<file path="src/hdl/tcp_ipv4_header_extractor_assert.svh">
// ----------------------------------------------------------------------------
// TCP/IPv4 header extractor assertion macros
// Shared property forms for the header extractor; clocked on clk and
// disabled while rst_n is low.
// ----------------------------------------------------------------------------
`ifndef TCP_IPV4_HEADER_EXTRACTOR_ASSERT_SVH
`define TCP_IPV4_HEADER_EXTRACTOR_ASSERT_SVH

// Same-cycle implication.
`define TCPHDR_ASSERT_NOW(label, ante, cons, msg) \
  label: assert property (@(posedge clk) disable iff (!rst_n) (ante) |-> (cons)) \
    else $error(msg);

// Next-cycle implication.
`define TCPHDR_ASSERT_NEXT(label, ante, cons, msg) \
  label: assert property (@(posedge clk) disable iff (!rst_n) (ante) |=> (cons)) \
    else $error(msg);

`endif

</file>
<file path="src/hdl/tcphdr_pkg.sv">
// ----------------------------------------------------------------------------
// TCP/IPv4 header extractor package
// Frame layout constants, option codes and the item types of both channels.
// ----------------------------------------------------------------------------
package tcphdr_pkg;

  localparam int ETH_HEADER_BYTES = 14;
  localparam int IP_HEADER_BYTES  = 20;
  localparam int TCP_START        = ETH_HEADER_BYTES + IP_HEADER_BYTES;
  localparam int TCP_MIN_HDR      = 20;
  localparam int POS_W            = 7;
  localparam int POS_MAX          = (1 << POS_W) - 1;
  localparam int REM_W            = 6;
  localparam int REM_MAX          = (1 << REM_W) - 1;

  // IPv4 header offsets of the address words
  localparam int IP_SRC_OFS = 12;
  localparam int IP_DST_OFS = 16;

  // TCP header offsets
  localparam int TCP_SEQ_OFS    = 4;
  localparam int TCP_ACK_OFS    = 8;
  localparam int TCP_DOFF_OFS   = 12;
  localparam int TCP_FLAGS_OFS  = 13;
  localparam int TCP_WIN_HI_OFS = 14;
  localparam int TCP_WIN_LO_OFS = 15;

  // Option kinds
  localparam logic [7:0] KIND_END    = 8'd0;
  localparam logic [7:0] KIND_NOP    = 8'd1;
  localparam logic [7:0] KIND_WSCALE = 8'd3;
  localparam logic [7:0] OPT_MIN_LEN = 8'd2;

  typedef enum logic [1:0] {
    PH_KIND = 2'd0,
    PH_LEN  = 2'd1,
    PH_DATA = 2'd2,
    PH_DONE = 2'd3
  } opt_phase_t;

  typedef struct packed {
    logic [7:0] data_byte;
    logic       last_byte;
  } in_item_t;

  typedef struct packed {
    logic [31:0] source_address;
    logic [31:0] dest_address;
    logic [15:0] source_port;
    logic [15:0] dest_port;
    logic [31:0] sequence_number;
    logic [31:0] ack_number;
    logic [5:0]  flag_bits;
    logic [15:0] window_size;
    logic [5:0]  tcp_header_bytes;
    logic        has_window_scale;
    logic [7:0]  window_scale;
    logic        status;
  } out_item_t;

  // Window scale capture: seen flag and shift byte
  typedef struct packed {
    logic       seen;
    logic [7:0] value;
  } wscale_t;

  // Control from the field stage to the option walker
  typedef struct packed {
    logic advance;    // a byte is processed this cycle
    logic frame_end;  // that byte closes the frame
    logic in_window;  // byte lies in the options area
  } opt_ctl_t;

endpackage

</file>
<file path="src/hdl/tcphdr_opt_walk.sv">
// ----------------------------------------------------------------------------
// TCP option walker
// Steps through the option list one byte per cycle while bytes advance, and
// captures the first window scale shift.
// ----------------------------------------------------------------------------
module tcphdr_opt_walk (
  input  logic                  clk,
  input  logic                  rst_n,
  input  tcphdr_pkg::opt_ctl_t  ctl,
  input  logic [7:0]            data,
  output tcphdr_pkg::wscale_t   scale_nxt
);
  import tcphdr_pkg::*;

  opt_phase_t       phase_r, phase_nxt;
  logic [REM_W-1:0] rem_r, rem_nxt;
  logic [7:0]       kind_r, kind_nxt;
  wscale_t          scale_r;
  logic             opt_en;
  logic [7:0]       len_m2;
  logic [REM_W-1:0] len_rem;

  assign opt_en  = ctl.in_window && (phase_r != PH_DONE);
  assign len_m2  = data - OPT_MIN_LEN;
  assign len_rem = (len_m2 > 8'(REM_MAX)) ? REM_W'(REM_MAX) : len_m2[REM_W-1:0];

  // Next phase
  always_comb begin
    phase_nxt = phase_r;
    if (opt_en) begin
      case (phase_r)
        PH_KIND: begin
          if (data == KIND_END) begin
            phase_nxt = PH_DONE;
          end else if (data != KIND_NOP) begin
            phase_nxt = PH_LEN;
          end
        end
        PH_LEN: begin
          if (data < OPT_MIN_LEN) begin
            phase_nxt = PH_DONE;
          end else if (len_rem != '0) begin
            phase_nxt = PH_DATA;
          end else begin
            phase_nxt = PH_KIND;
          end
        end
        PH_DATA: begin
          if (rem_r == REM_W'(1)) begin
            phase_nxt = PH_KIND;
          end
        end
        default: begin
          phase_nxt = phase_r;
        end
      endcase
    end
  end

  // Kind, remaining length and scale capture
  always_comb begin
    rem_nxt   = rem_r;
    kind_nxt  = kind_r;
    scale_nxt = scale_r;
    if (opt_en) begin
      case (phase_r)
        PH_KIND: begin
          kind_nxt = data;
        end
        PH_LEN: begin
          if (data >= OPT_MIN_LEN) begin
            rem_nxt = len_rem;
          end
        end
        PH_DATA: begin
          if ((kind_r == KIND_WSCALE) && !scale_r.seen) begin
            scale_nxt.seen  = 1'b1;
            scale_nxt.value = data;
          end
          rem_nxt = rem_r - REM_W'(1);
        end
        default: begin
          rem_nxt = rem_r;
        end
      endcase
    end
  end

  always_ff @(posedge clk) begin
    if (!rst_n || (ctl.advance && ctl.frame_end)) begin
      phase_r <= PH_KIND;
      rem_r   <= '0;
      kind_r  <= '0;
      scale_r <= '0;
    end else if (ctl.advance) begin
      phase_r <= phase_nxt;
      rem_r   <= rem_nxt;
      kind_r  <= kind_nxt;
      scale_r <= scale_nxt;
    end
  end

endmodule

</file>
<file path="src/hdl/tcp_ipv4_header_extractor.sv">
// ----------------------------------------------------------------------------
// TCP/IPv4 header extractor
// Parses an Ethernet/IPv4/TCP frame byte by byte and reports its header.
// ----------------------------------------------------------------------------
// Feed the frame one byte per item, starting at the Ethernet destination
// address, and mark the final byte with last_byte. The block takes one byte
// every cycle unless a closing byte stalls. Each byte is held in an input
// register and then updates the header fields. The sustained rate is one
// byte per clock outside such stalls; the result register is loaded from
// the input register. The 14-byte Ethernet header is skipped and a fixed
// 20-byte IPv4 header is assumed (IHL is not used). From the TCP header the
// ports, sequence, acknowledgment, six flag bits, window and data offset are
// kept, and the options are walked up to end-of-list or the data offset to
// pick up the first window scale shift. The frame-closing byte yields exactly
// one result item; status is 1 when the frame ended before the TCP header did,
// and fields of bytes that never arrived read as zero. A result waiting in
// the output register does not block ordinary bytes: only a closing byte
// stalls while the previous result is still held.
module tcp_ipv4_header_extractor (
  input  logic                  clk,
  input  logic                  rst_n,
  input  logic                  in_valid,
  output logic                  in_stall,
  input  tcphdr_pkg::in_item_t  in_item,
  output logic                  out_valid,
  input  logic                  out_stall,
  output tcphdr_pkg::out_item_t out_item
);
  import tcphdr_pkg::*;

  `include "tcp_ipv4_header_extractor_assert.svh"

  // Input register
  logic     s1_valid_r;
  in_item_t s1_item_r;

  // Frame state
  logic [POS_W-1:0] pos_r, pos_nxt;
  logic [31:0]      src_r, src_nxt;
  logic [31:0]      dst_r, dst_nxt;
  logic [31:0]      ports_r, ports_nxt;
  logic [31:0]      seq_r, seq_nxt;
  logic [31:0]      ack_r, ack_nxt;
  logic [5:0]       flags_r, flags_nxt;
  logic [15:0]      win_r, win_nxt;
  logic [5:0]       hlen_r, hlen_nxt;

  // Result register
  logic      out_valid_r;
  out_item_t out_item_r;

  logic             out_free;
  logic             advance;
  logic             in_accept;
  logic [POS_W-1:0] ip_ofs;
  logic [POS_W-1:0] tcp_ofs;
  logic             in_ip;
  logic             in_tcp;
  logic [4:0]       lane;
  logic [7:0]       b;
  opt_ctl_t         opt_ctl;
  wscale_t          scale_nxt;
  logic [5:0]       hl_eff;
  logic [POS_W:0]   count;
  logic [POS_W:0]   needed;

  assign b        = s1_item_r.data_byte;
  assign out_free = !out_valid_r || !out_stall;
  // Hold a closing byte while the previous result still waits.
  assign advance   = s1_valid_r && (!s1_item_r.last_byte || out_free);
  assign in_stall  = s1_valid_r && !advance;
  assign in_accept = in_valid && !in_stall;

  always_ff @(posedge clk) begin
    if (!rst_n) begin
      s1_valid_r <= 1'b0;
    end else if (in_accept) begin
      s1_valid_r <= 1'b1;
    end else if (advance) begin
      s1_valid_r <= 1'b0;
    end
  end

  always_ff @(posedge clk) begin
    if (in_accept) begin
      s1_item_r <= in_item;
    end
  end

  // Decode where the current byte falls in the frame.
  assign ip_ofs  = pos_r - POS_W'(ETH_HEADER_BYTES);
  assign tcp_ofs = pos_r - POS_W'(TCP_START);
  assign in_ip   = (pos_r >= POS_W'(ETH_HEADER_BYTES)) && (pos_r < POS_W'(TCP_START));
  assign in_tcp  = (pos_r >= POS_W'(TCP_START)) && (pos_r != POS_W'(POS_MAX));
  // Big-endian lane: offset 0 of a word lands in bits 31:24.
  assign lane    = {~(in_ip ? ip_ofs[1:0] : tcp_ofs[1:0]), 3'b000};

  always_comb begin
    pos_nxt   = (pos_r != POS_W'(POS_MAX)) ? (pos_r + POS_W'(1)) : pos_r;
    src_nxt   = src_r;
    dst_nxt   = dst_r;
    ports_nxt = ports_r;
    seq_nxt   = seq_r;
    ack_nxt   = ack_r;
    flags_nxt = flags_r;
    win_nxt   = win_r;
    hlen_nxt  = hlen_r;
    if (in_ip) begin
      if ((ip_ofs >= POS_W'(IP_SRC_OFS)) && (ip_ofs < POS_W'(IP_DST_OFS))) begin
        src_nxt[lane +: 8] = b;
      end else if (ip_ofs >= POS_W'(IP_DST_OFS)) begin
        dst_nxt[lane +: 8] = b;
      end
    end else if (in_tcp) begin
      if (tcp_ofs < POS_W'(TCP_SEQ_OFS)) begin
        ports_nxt[lane +: 8] = b;
      end else if (tcp_ofs < POS_W'(TCP_ACK_OFS)) begin
        seq_nxt[lane +: 8] = b;
      end else if (tcp_ofs < POS_W'(TCP_DOFF_OFS)) begin
        ack_nxt[lane +: 8] = b;
      end else if (tcp_ofs == POS_W'(TCP_DOFF_OFS)) begin
        // Data offset counts 32-bit words.
        hlen_nxt = {b[7:4], 2'b00};
      end else if (tcp_ofs == POS_W'(TCP_FLAGS_OFS)) begin
        flags_nxt = b[5:0];
      end else if (tcp_ofs == POS_W'(TCP_WIN_HI_OFS)) begin
        win_nxt[15:8] = b;
      end else if (tcp_ofs == POS_W'(TCP_WIN_LO_OFS)) begin
        win_nxt[7:0] = b;
      end
    end
  end

  // Options start after the fixed TCP header and end at the data offset.
  assign opt_ctl.advance   = advance;
  assign opt_ctl.frame_end = s1_item_r.last_byte;
  assign opt_ctl.in_window = in_tcp && (tcp_ofs >= POS_W'(TCP_MIN_HDR)) &&
                             (tcp_ofs < {1'b0, hlen_r});

  tcphdr_opt_walk u_opt_walk (
    .clk       (clk),
    .rst_n     (rst_n),
    .ctl       (opt_ctl),
    .data      (b),
    .scale_nxt (scale_nxt)
  );

  // Complete when the frame covered the TCP start plus max(20, data offset).
  assign hl_eff = (hlen_nxt > 6'(TCP_MIN_HDR)) ? hlen_nxt : 6'(TCP_MIN_HDR);
  assign count  = {1'b0, pos_r} + (POS_W+1)'(1);
  assign needed = (POS_W+1)'(TCP_START) + {{(POS_W-5){1'b0}}, hl_eff};

  always_ff @(posedge clk) begin
    if (!rst_n || (advance && s1_item_r.last_byte)) begin
      pos_r   <= '0;
      src_r   <= '0;
      dst_r   <= '0;
      ports_r <= '0;
      seq_r   <= '0;
      ack_r   <= '0;
      flags_r <= '0;
      win_r   <= '0;
      hlen_r  <= '0;
    end else if (advance) begin
      pos_r   <= pos_nxt;
      src_r   <= src_nxt;
      dst_r   <= dst_nxt;
      ports_r <= ports_nxt;
      seq_r   <= seq_nxt;
      ack_r   <= ack_nxt;
      flags_r <= flags_nxt;
      win_r   <= win_nxt;
      hlen_r  <= hlen_nxt;
    end
  end

  // Result register: load on a closing byte, hold while stalled.
  always_ff @(posedge clk) begin
    if (!rst_n) begin
      out_valid_r <= 1'b0;
    end else if (advance && s1_item_r.last_byte) begin
      out_valid_r <= 1'b1;
    end else if (!out_stall) begin
      out_valid_r <= 1'b0;
    end
  end

  always_ff @(posedge clk) begin
    if (advance && s1_item_r.last_byte) begin
      out_item_r.source_address   <= src_nxt;
      out_item_r.dest_address     <= dst_nxt;
      out_item_r.source_port      <= ports_nxt[31:16];
      out_item_r.dest_port        <= ports_nxt[15:0];
      out_item_r.sequence_number  <= seq_nxt;
      out_item_r.ack_number       <= ack_nxt;
      out_item_r.flag_bits        <= flags_nxt;
      out_item_r.window_size      <= win_nxt;
      out_item_r.tcp_header_bytes <= hlen_nxt;
      out_item_r.has_window_scale <= scale_nxt.seen;
      out_item_r.window_scale     <= scale_nxt.value;
      out_item_r.status           <= (count < needed);
    end
  end

  assign out_valid = out_valid_r;
  assign out_item  = out_item_r;

  `TCPHDR_ASSERT_NEXT(a_frame_restart, advance && s1_item_r.last_byte, pos_r == '0,
    "byte position not cleared after frame end")
  `TCPHDR_ASSERT_NEXT(a_no_spurious_result, !out_valid_r && !(advance && s1_item_r.last_byte),
    !out_valid_r, "result appeared without a closing byte")
  `TCPHDR_ASSERT_NEXT(a_pos_advance,
    advance && !s1_item_r.last_byte && (pos_r != POS_W'(POS_MAX)),
    pos_r == $past(pos_r) + POS_W'(1), "byte position did not advance")
  `TCPHDR_ASSERT_NOW(a_no_overwrite, advance && s1_item_r.last_byte, out_free,
    "closing byte processed while result register is occupied")

endmodule

</file>
<file path="config.mk">
export PLATFORM = sky130hd
export DESIGN_NAME = tcp_ipv4_header_extractor
export DESIGN_NICKNAME = d
export VERILOG_FILES = /design/src/hdl/tcphdr_pkg.sv /design/src/hdl/tcphdr_opt_walk.sv /design/src/hdl/tcp_ipv4_header_extractor.sv
export VERILOG_INCLUDE_DIRS = /design/src /design/src/hdl
export SDC_FILE = /design/constraint.sdc
export NUM_CORES = 1
export LEC_CHECK = 0
export BUFFER_PORTS_ARGS = -buffer_cell sky130_fd_sc_hd__buf_2
export CAP_MARGIN = 20
export CORE_MARGIN = 2
export CORE_UTILIZATION = 58
export DETAILED_ROUTE_END_ITERATION = 16
export HOLD_SLACK_MARGIN = 0.15
export PLACE_DENSITY = 0.77
export SLEW_MARGIN = 25
export SYNTH_ARGS = -nofsm -noshare
export SYNTH_HDL_FRONTEND = slang
export SYNTH_SLANG_ARGS = --single-unit
</file>
<file path="constraint.sdc">
create_clock -name clk -period 8.4 [get_ports clk]
set_input_delay 1.26 -clock clk [delete_from_list [all_inputs] [get_ports clk]]
set_output_delay 1.26 -clock clk [all_outputs]
set_load 0.01 [all_outputs]
</file>
==> summary.txt <==
Run status
  – Outcome: completed

Yosys
  – Syn avg cell area: 10.4 sq um
  – Synth Area in XOR/XNOR: 0.00976
  – Cell variety after synth: 59
  – Post-Synth Simple-Gate Area: 0.165
  – Mapped cell area: 17900 sq um
  – Seq/Total Area, Yosys: 0.594
  – Yosys reg bits: 429
  – Syn_nets: 1769
  – Main combinational cell family by area after synthesis: simple AND/OR/NAND/NOR gates
  – Post-synth EDFFs: 207
  – Synth Flop Type: dfxtp_1
  – Synth Area in Adders: 0.0202
  – Synth warn: 0
  – Compound-Gate Fraction of Synth Area: 0.114
  – Mux cell area share after synthesis: 0.0654
  – Mapped Cells: 1727
  – Async set-reset flop share out of synthesis: 0

CTS
  – Clock sink count: 429
  – TritonCTS Buffers: 43
  – Post-CTS repair timing setup buffer count: 0
  – Clock Path Buffers: 3
  – Clk Latency, worst-skew pair: 0.56 ns
  – H-tree Lvls: 2
  – CTS Root Cell: clkbuf_16
  – Clk slew on worst S/H paths: 0.07 ns
  – Post-CTS Resized: 0
  – CTS tree: done
  – Hold_buf cts: 0

Pwr
  – PwrDens: 209 nW/um^2
  – Lkg Pwr: 7.77 nW
  – Power Total: 4.32 mW
  – Worst vdd ir: 0.137 mV

Critical path
  – CP Launch Type: register
  – Crit-path max FO: 17
  – Crit path capture type: register
  – Critical path cell sequence: inv_1 > ha_1 > or3b_1 > a311oi_1 > buf_4 > o2111ai_1 > buf_4 > mux2i_1 > nand2_1 > ha_1 > nand4_1 > o21ai_0 > xnor2_1 > ha_1 > nand4_1 > o22ai_1 > a211oi_1 > o31a_1
  – FF-to-FF path depth: 18
  – Worst r2r src: pos_r[1]
  – Critical Path RT: 8.81 ns
  – Reg2reg setup slack: 4.05 ns
  – Critical Path Start: pos_r[1]
  – CP arrival: 4.76 ns
  – Setup CP Type: register to register
  – Critical path's slowest cell: dfxtp_1
  – Most used cell, CP: ha_1
  – Worst stage delay on the critical path: 0.46 ns

Detailed routing
  – Initial DRC Count: 1358
  – Routed WL: 44800 microns
  – Final ANT Viol Nets: 0
  – Initial DRT Pass Iterations: 6
  – # DRC: 0
  – Total number of vias: 13700
  – Via/cell ratio: 5.92
  – WL per Instance: 19.3 microns

STA
  – Final Cycle Share: 0.518
  – RSZ-0062 raised after global routing: false
  – Rel. slew slack: 0.262
  – Fin Setup TNS: 0 ns
  – Final Hold Viols: 0
  – Min cycle time layout: 4.35 ns
  – Max-slew violation count: 0
  – # setup viols final: 0
  – Worst Max-Slew Pin Slew: 1.11 ns
  – Maximum operating frequency: 230 MHz
  – Fin Clk Skew: 0.0248 ns

Floorplan
  – IO Pins: 213
  – Die H: 180 microns
  – Die Wd: 180 microns
  – Std-Cell Rows: 64
  – Starting density of the core: 0.588
  – Die Area: 32400 sq um
  – Core area: 30500 sq um

Global route
  – GRT Overall Usage: 0.274
  – Initial antenna violation count: 0
  – Largest net degree at the start of global routing: 90
  – First-pass GRT wire length: 71200 microns
  – Vias in the first global route: 13200
  – GR Overflow Total: 0

Final layout
  – Syn-to-layout area delta: 15.1%
  – Finished Core Util: 0.677
  – Ant diodes: 0
  – Share of cells above drive strength 1: 0.201
  – Layout Nets: 1927
  – Filler cells: 2315

Min path
  – Hold Crit Start: src_r[7]
  – Hold Path Depth: 2
  – Hold Path Class: register to register

Placed design
  – Placer congestion estimate: 0.881
  – DPL Wire Length: 28400 microns
  – Port Buffers: 212

Flow run
  – Max cap viols: 0
[critical path: cells and delay by family (launching register included)]
kind | cells | cell delay, ns
AO/OA/AOI/OAI | 6 | 1.01
adder cells (fa/ha/maj) | 3 | 0.88
buffers and inverters | 3 | 0.73
AND/OR/NAND/NOR | 4 | 0.70
flip-flops | 1 | 0.46
multiplexers | 1 | 0.27
XOR/XNOR | 1 | 0.15
[registers in the layout (all words and copies together), names as in the netlist, 6 cells and up]
| register | cells |
|---|---|
| out_item | 198 |
| ack_r | 32 |
| dst_r | 32 |
| ports_r | 32 |
| seq_r | 32 |
| src_r | 32 |
| win_r | 16 |
| u_opt_walk.scale_r | 9 |
| b | 8 |
| u_opt_walk.kind_r | 8 |
| pos_r | 7 |
| flags_r | 6 |
| hlen_r | 6 |
| u_opt_walk.rem_r | 6 |
[layout make-up]
type | count | area, sq um | area share
Multi-Input combinational cell | 1148 | 6740 | 0.327
Clock buffer | 61 | 1240 | 0.0603
Clock inverter | 19 | 169 | 0.00818
Inverter | 29 | 109 | 0.00527
Timing Repair Buffer | 234 | 1230 | 0.0596
Sequential cell | 429 | 10700 | 0.516
Tap cell | 396 | 495 | 0.0240
[metrics by stage]
stage          area (sq um)  cells  hold slack, ns  setup slack [ns]
2_1_floorplan         17900   1727           0.433              1.27
3_3_place_gp          19200   2236           0.442              4.17
3_5_place_dp          19200   2236           0.454              4.05
4_1_cts               20600   2316           0.463              4.09
5_1_grt               20700   2316           0.484              3.63
6_report              20700   2316           0.461              4.05
[cells in the mapped netlist (3+ instances only)]
| master | number | share of area |
|---|---|---|
| o21ai_0 | 279 | 0.078 |
| nand2_1 | 260 | 0.054 |
| dfxtp_1 | 222 | 0.25 |
| edfxtp_1 | 207 | 0.35 |
| nand3_1 | 146 | 0.041 |
| clkbuf_1 | 98 | 0.021 |
| nor2_1 | 78 | 0.016 |
| mux2i_1 | 61 | 0.034 |
| mux2_2 | 50 | 0.031 |
| and2_1 | 34 | 0.012 |
| a21oi_1 | 29 | 0.0081 |
| ha_1 | 29 | 0.020 |
| inv_1 | 29 | 0.0061 |
| a211oi_1 | 16 | 0.0067 |
| nor3_1 | 16 | 0.0045 |
| or2_2 | 16 | 0.0056 |
| nand4_1 | 15 | 0.0052 |
| buf_1 | 14 | 0.0029 |
| xnor2_1 | 14 | 0.0068 |
| nor2b_1 | 10 | 0.0035 |
| buf_2 | 9 | 0.0025 |
| o2111ai_1 | 7 | 0.0034 |
| a31oi_1 | 6 | 0.0021 |
| nor4_1 | 6 | 0.0021 |
| xor2_1 | 6 | 0.0029 |
| a221o_1 | 4 | 0.0022 |
| nand2_4 | 4 | 0.0025 |
| nor3_4 | 4 | 0.0036 |
| o21a_1 | 4 | 0.0017 |
| a21o_1 | 3 | 0.0013 |
| and3_1 | 3 | 0.0010 |
| nand2b_1 | 3 | 0.0010 |
| nor3b_1 | 3 | 0.0013 |
| nor4b_1 | 3 | 0.0015 |
| o211ai_1 | 3 | 0.0013 |
| or3_1 | 3 | 0.0010 |
[logic make-up after synthesis]
| group | after synthesis |
|---|---|
| compound gates | 369 |
| xor+xnor | 20 |
| fa+ha+maj | 29 |
| buf+inv | 150 |
| flops | 429 |
| mux | 111 |
| simple gates | 619 |
[layer usage]
metal	vias up	share of wire	GRT usage
li1	6473	-	-
met1	6559	0.42	0.373
met2	577	0.47	0.448
met3	97	0.073	0.0468
met4	0	0.028	0.0881
met5	-	0	0
[placed cells by master, fill, tap and decap left out, types with 5 or more instances in the layout]
| cell | Yosys | routed |
|---|---|---|
| o21ai_0 | 279 | 279 |
| nand2_1 | 260 | 260 |
| dfxtp_1 | 222 | 222 |
| buf_2 | 9 | 212 |
| edfxtp_1 | 207 | 207 |
| nand3_1 | 146 | 146 |
| nor2_1 | 78 | 78 |
| mux2i_1 | 61 | 61 |
| mux2_2 | 50 | 50 |
| clkbuf_16 | 0 | 46 |
| and2_1 | 34 | 34 |
| inv_1 | 29 | 29 |
| a21oi_1 | 29 | 29 |
| ha_1 | 29 | 29 |
| buf_4 | 0 | 21 |
| a211oi_1 | 16 | 16 |
| or2_2 | 16 | 16 |
| nor3_1 | 16 | 15 |
| nand4_1 | 15 | 15 |
| xnor2_1 | 14 | 13 |
| clkbuf_1 | 98 | 10 |
| nor2b_1 | 10 | 9 |
| o2111ai_1 | 7 | 7 |
| clkinv_2 | 0 | 7 |
| nor4_1 | 6 | 6 |
| xor2_1 | 6 | 6 |
| a31oi_1 | 6 | 6 |
| clkinv_1 | 0 | 5 |
[final timing paths]
kind / endpoint
worst max register to register: out_item[0]
worst max-delay path: out_item[0]
worst min register to register: src_r[7]
worst min-delay path: src_r[7]
[power breakdown]
part	total, mW	switching (mW)	internal (mW)
Sequential	2.23	0.0219	2.21
Clock	1.90	0.800	1.10
Combinational	0.184	0.136	0.0480
Total	4.32	0.959	3.36
Note: power is estimated with default switching activity, not from simulation.
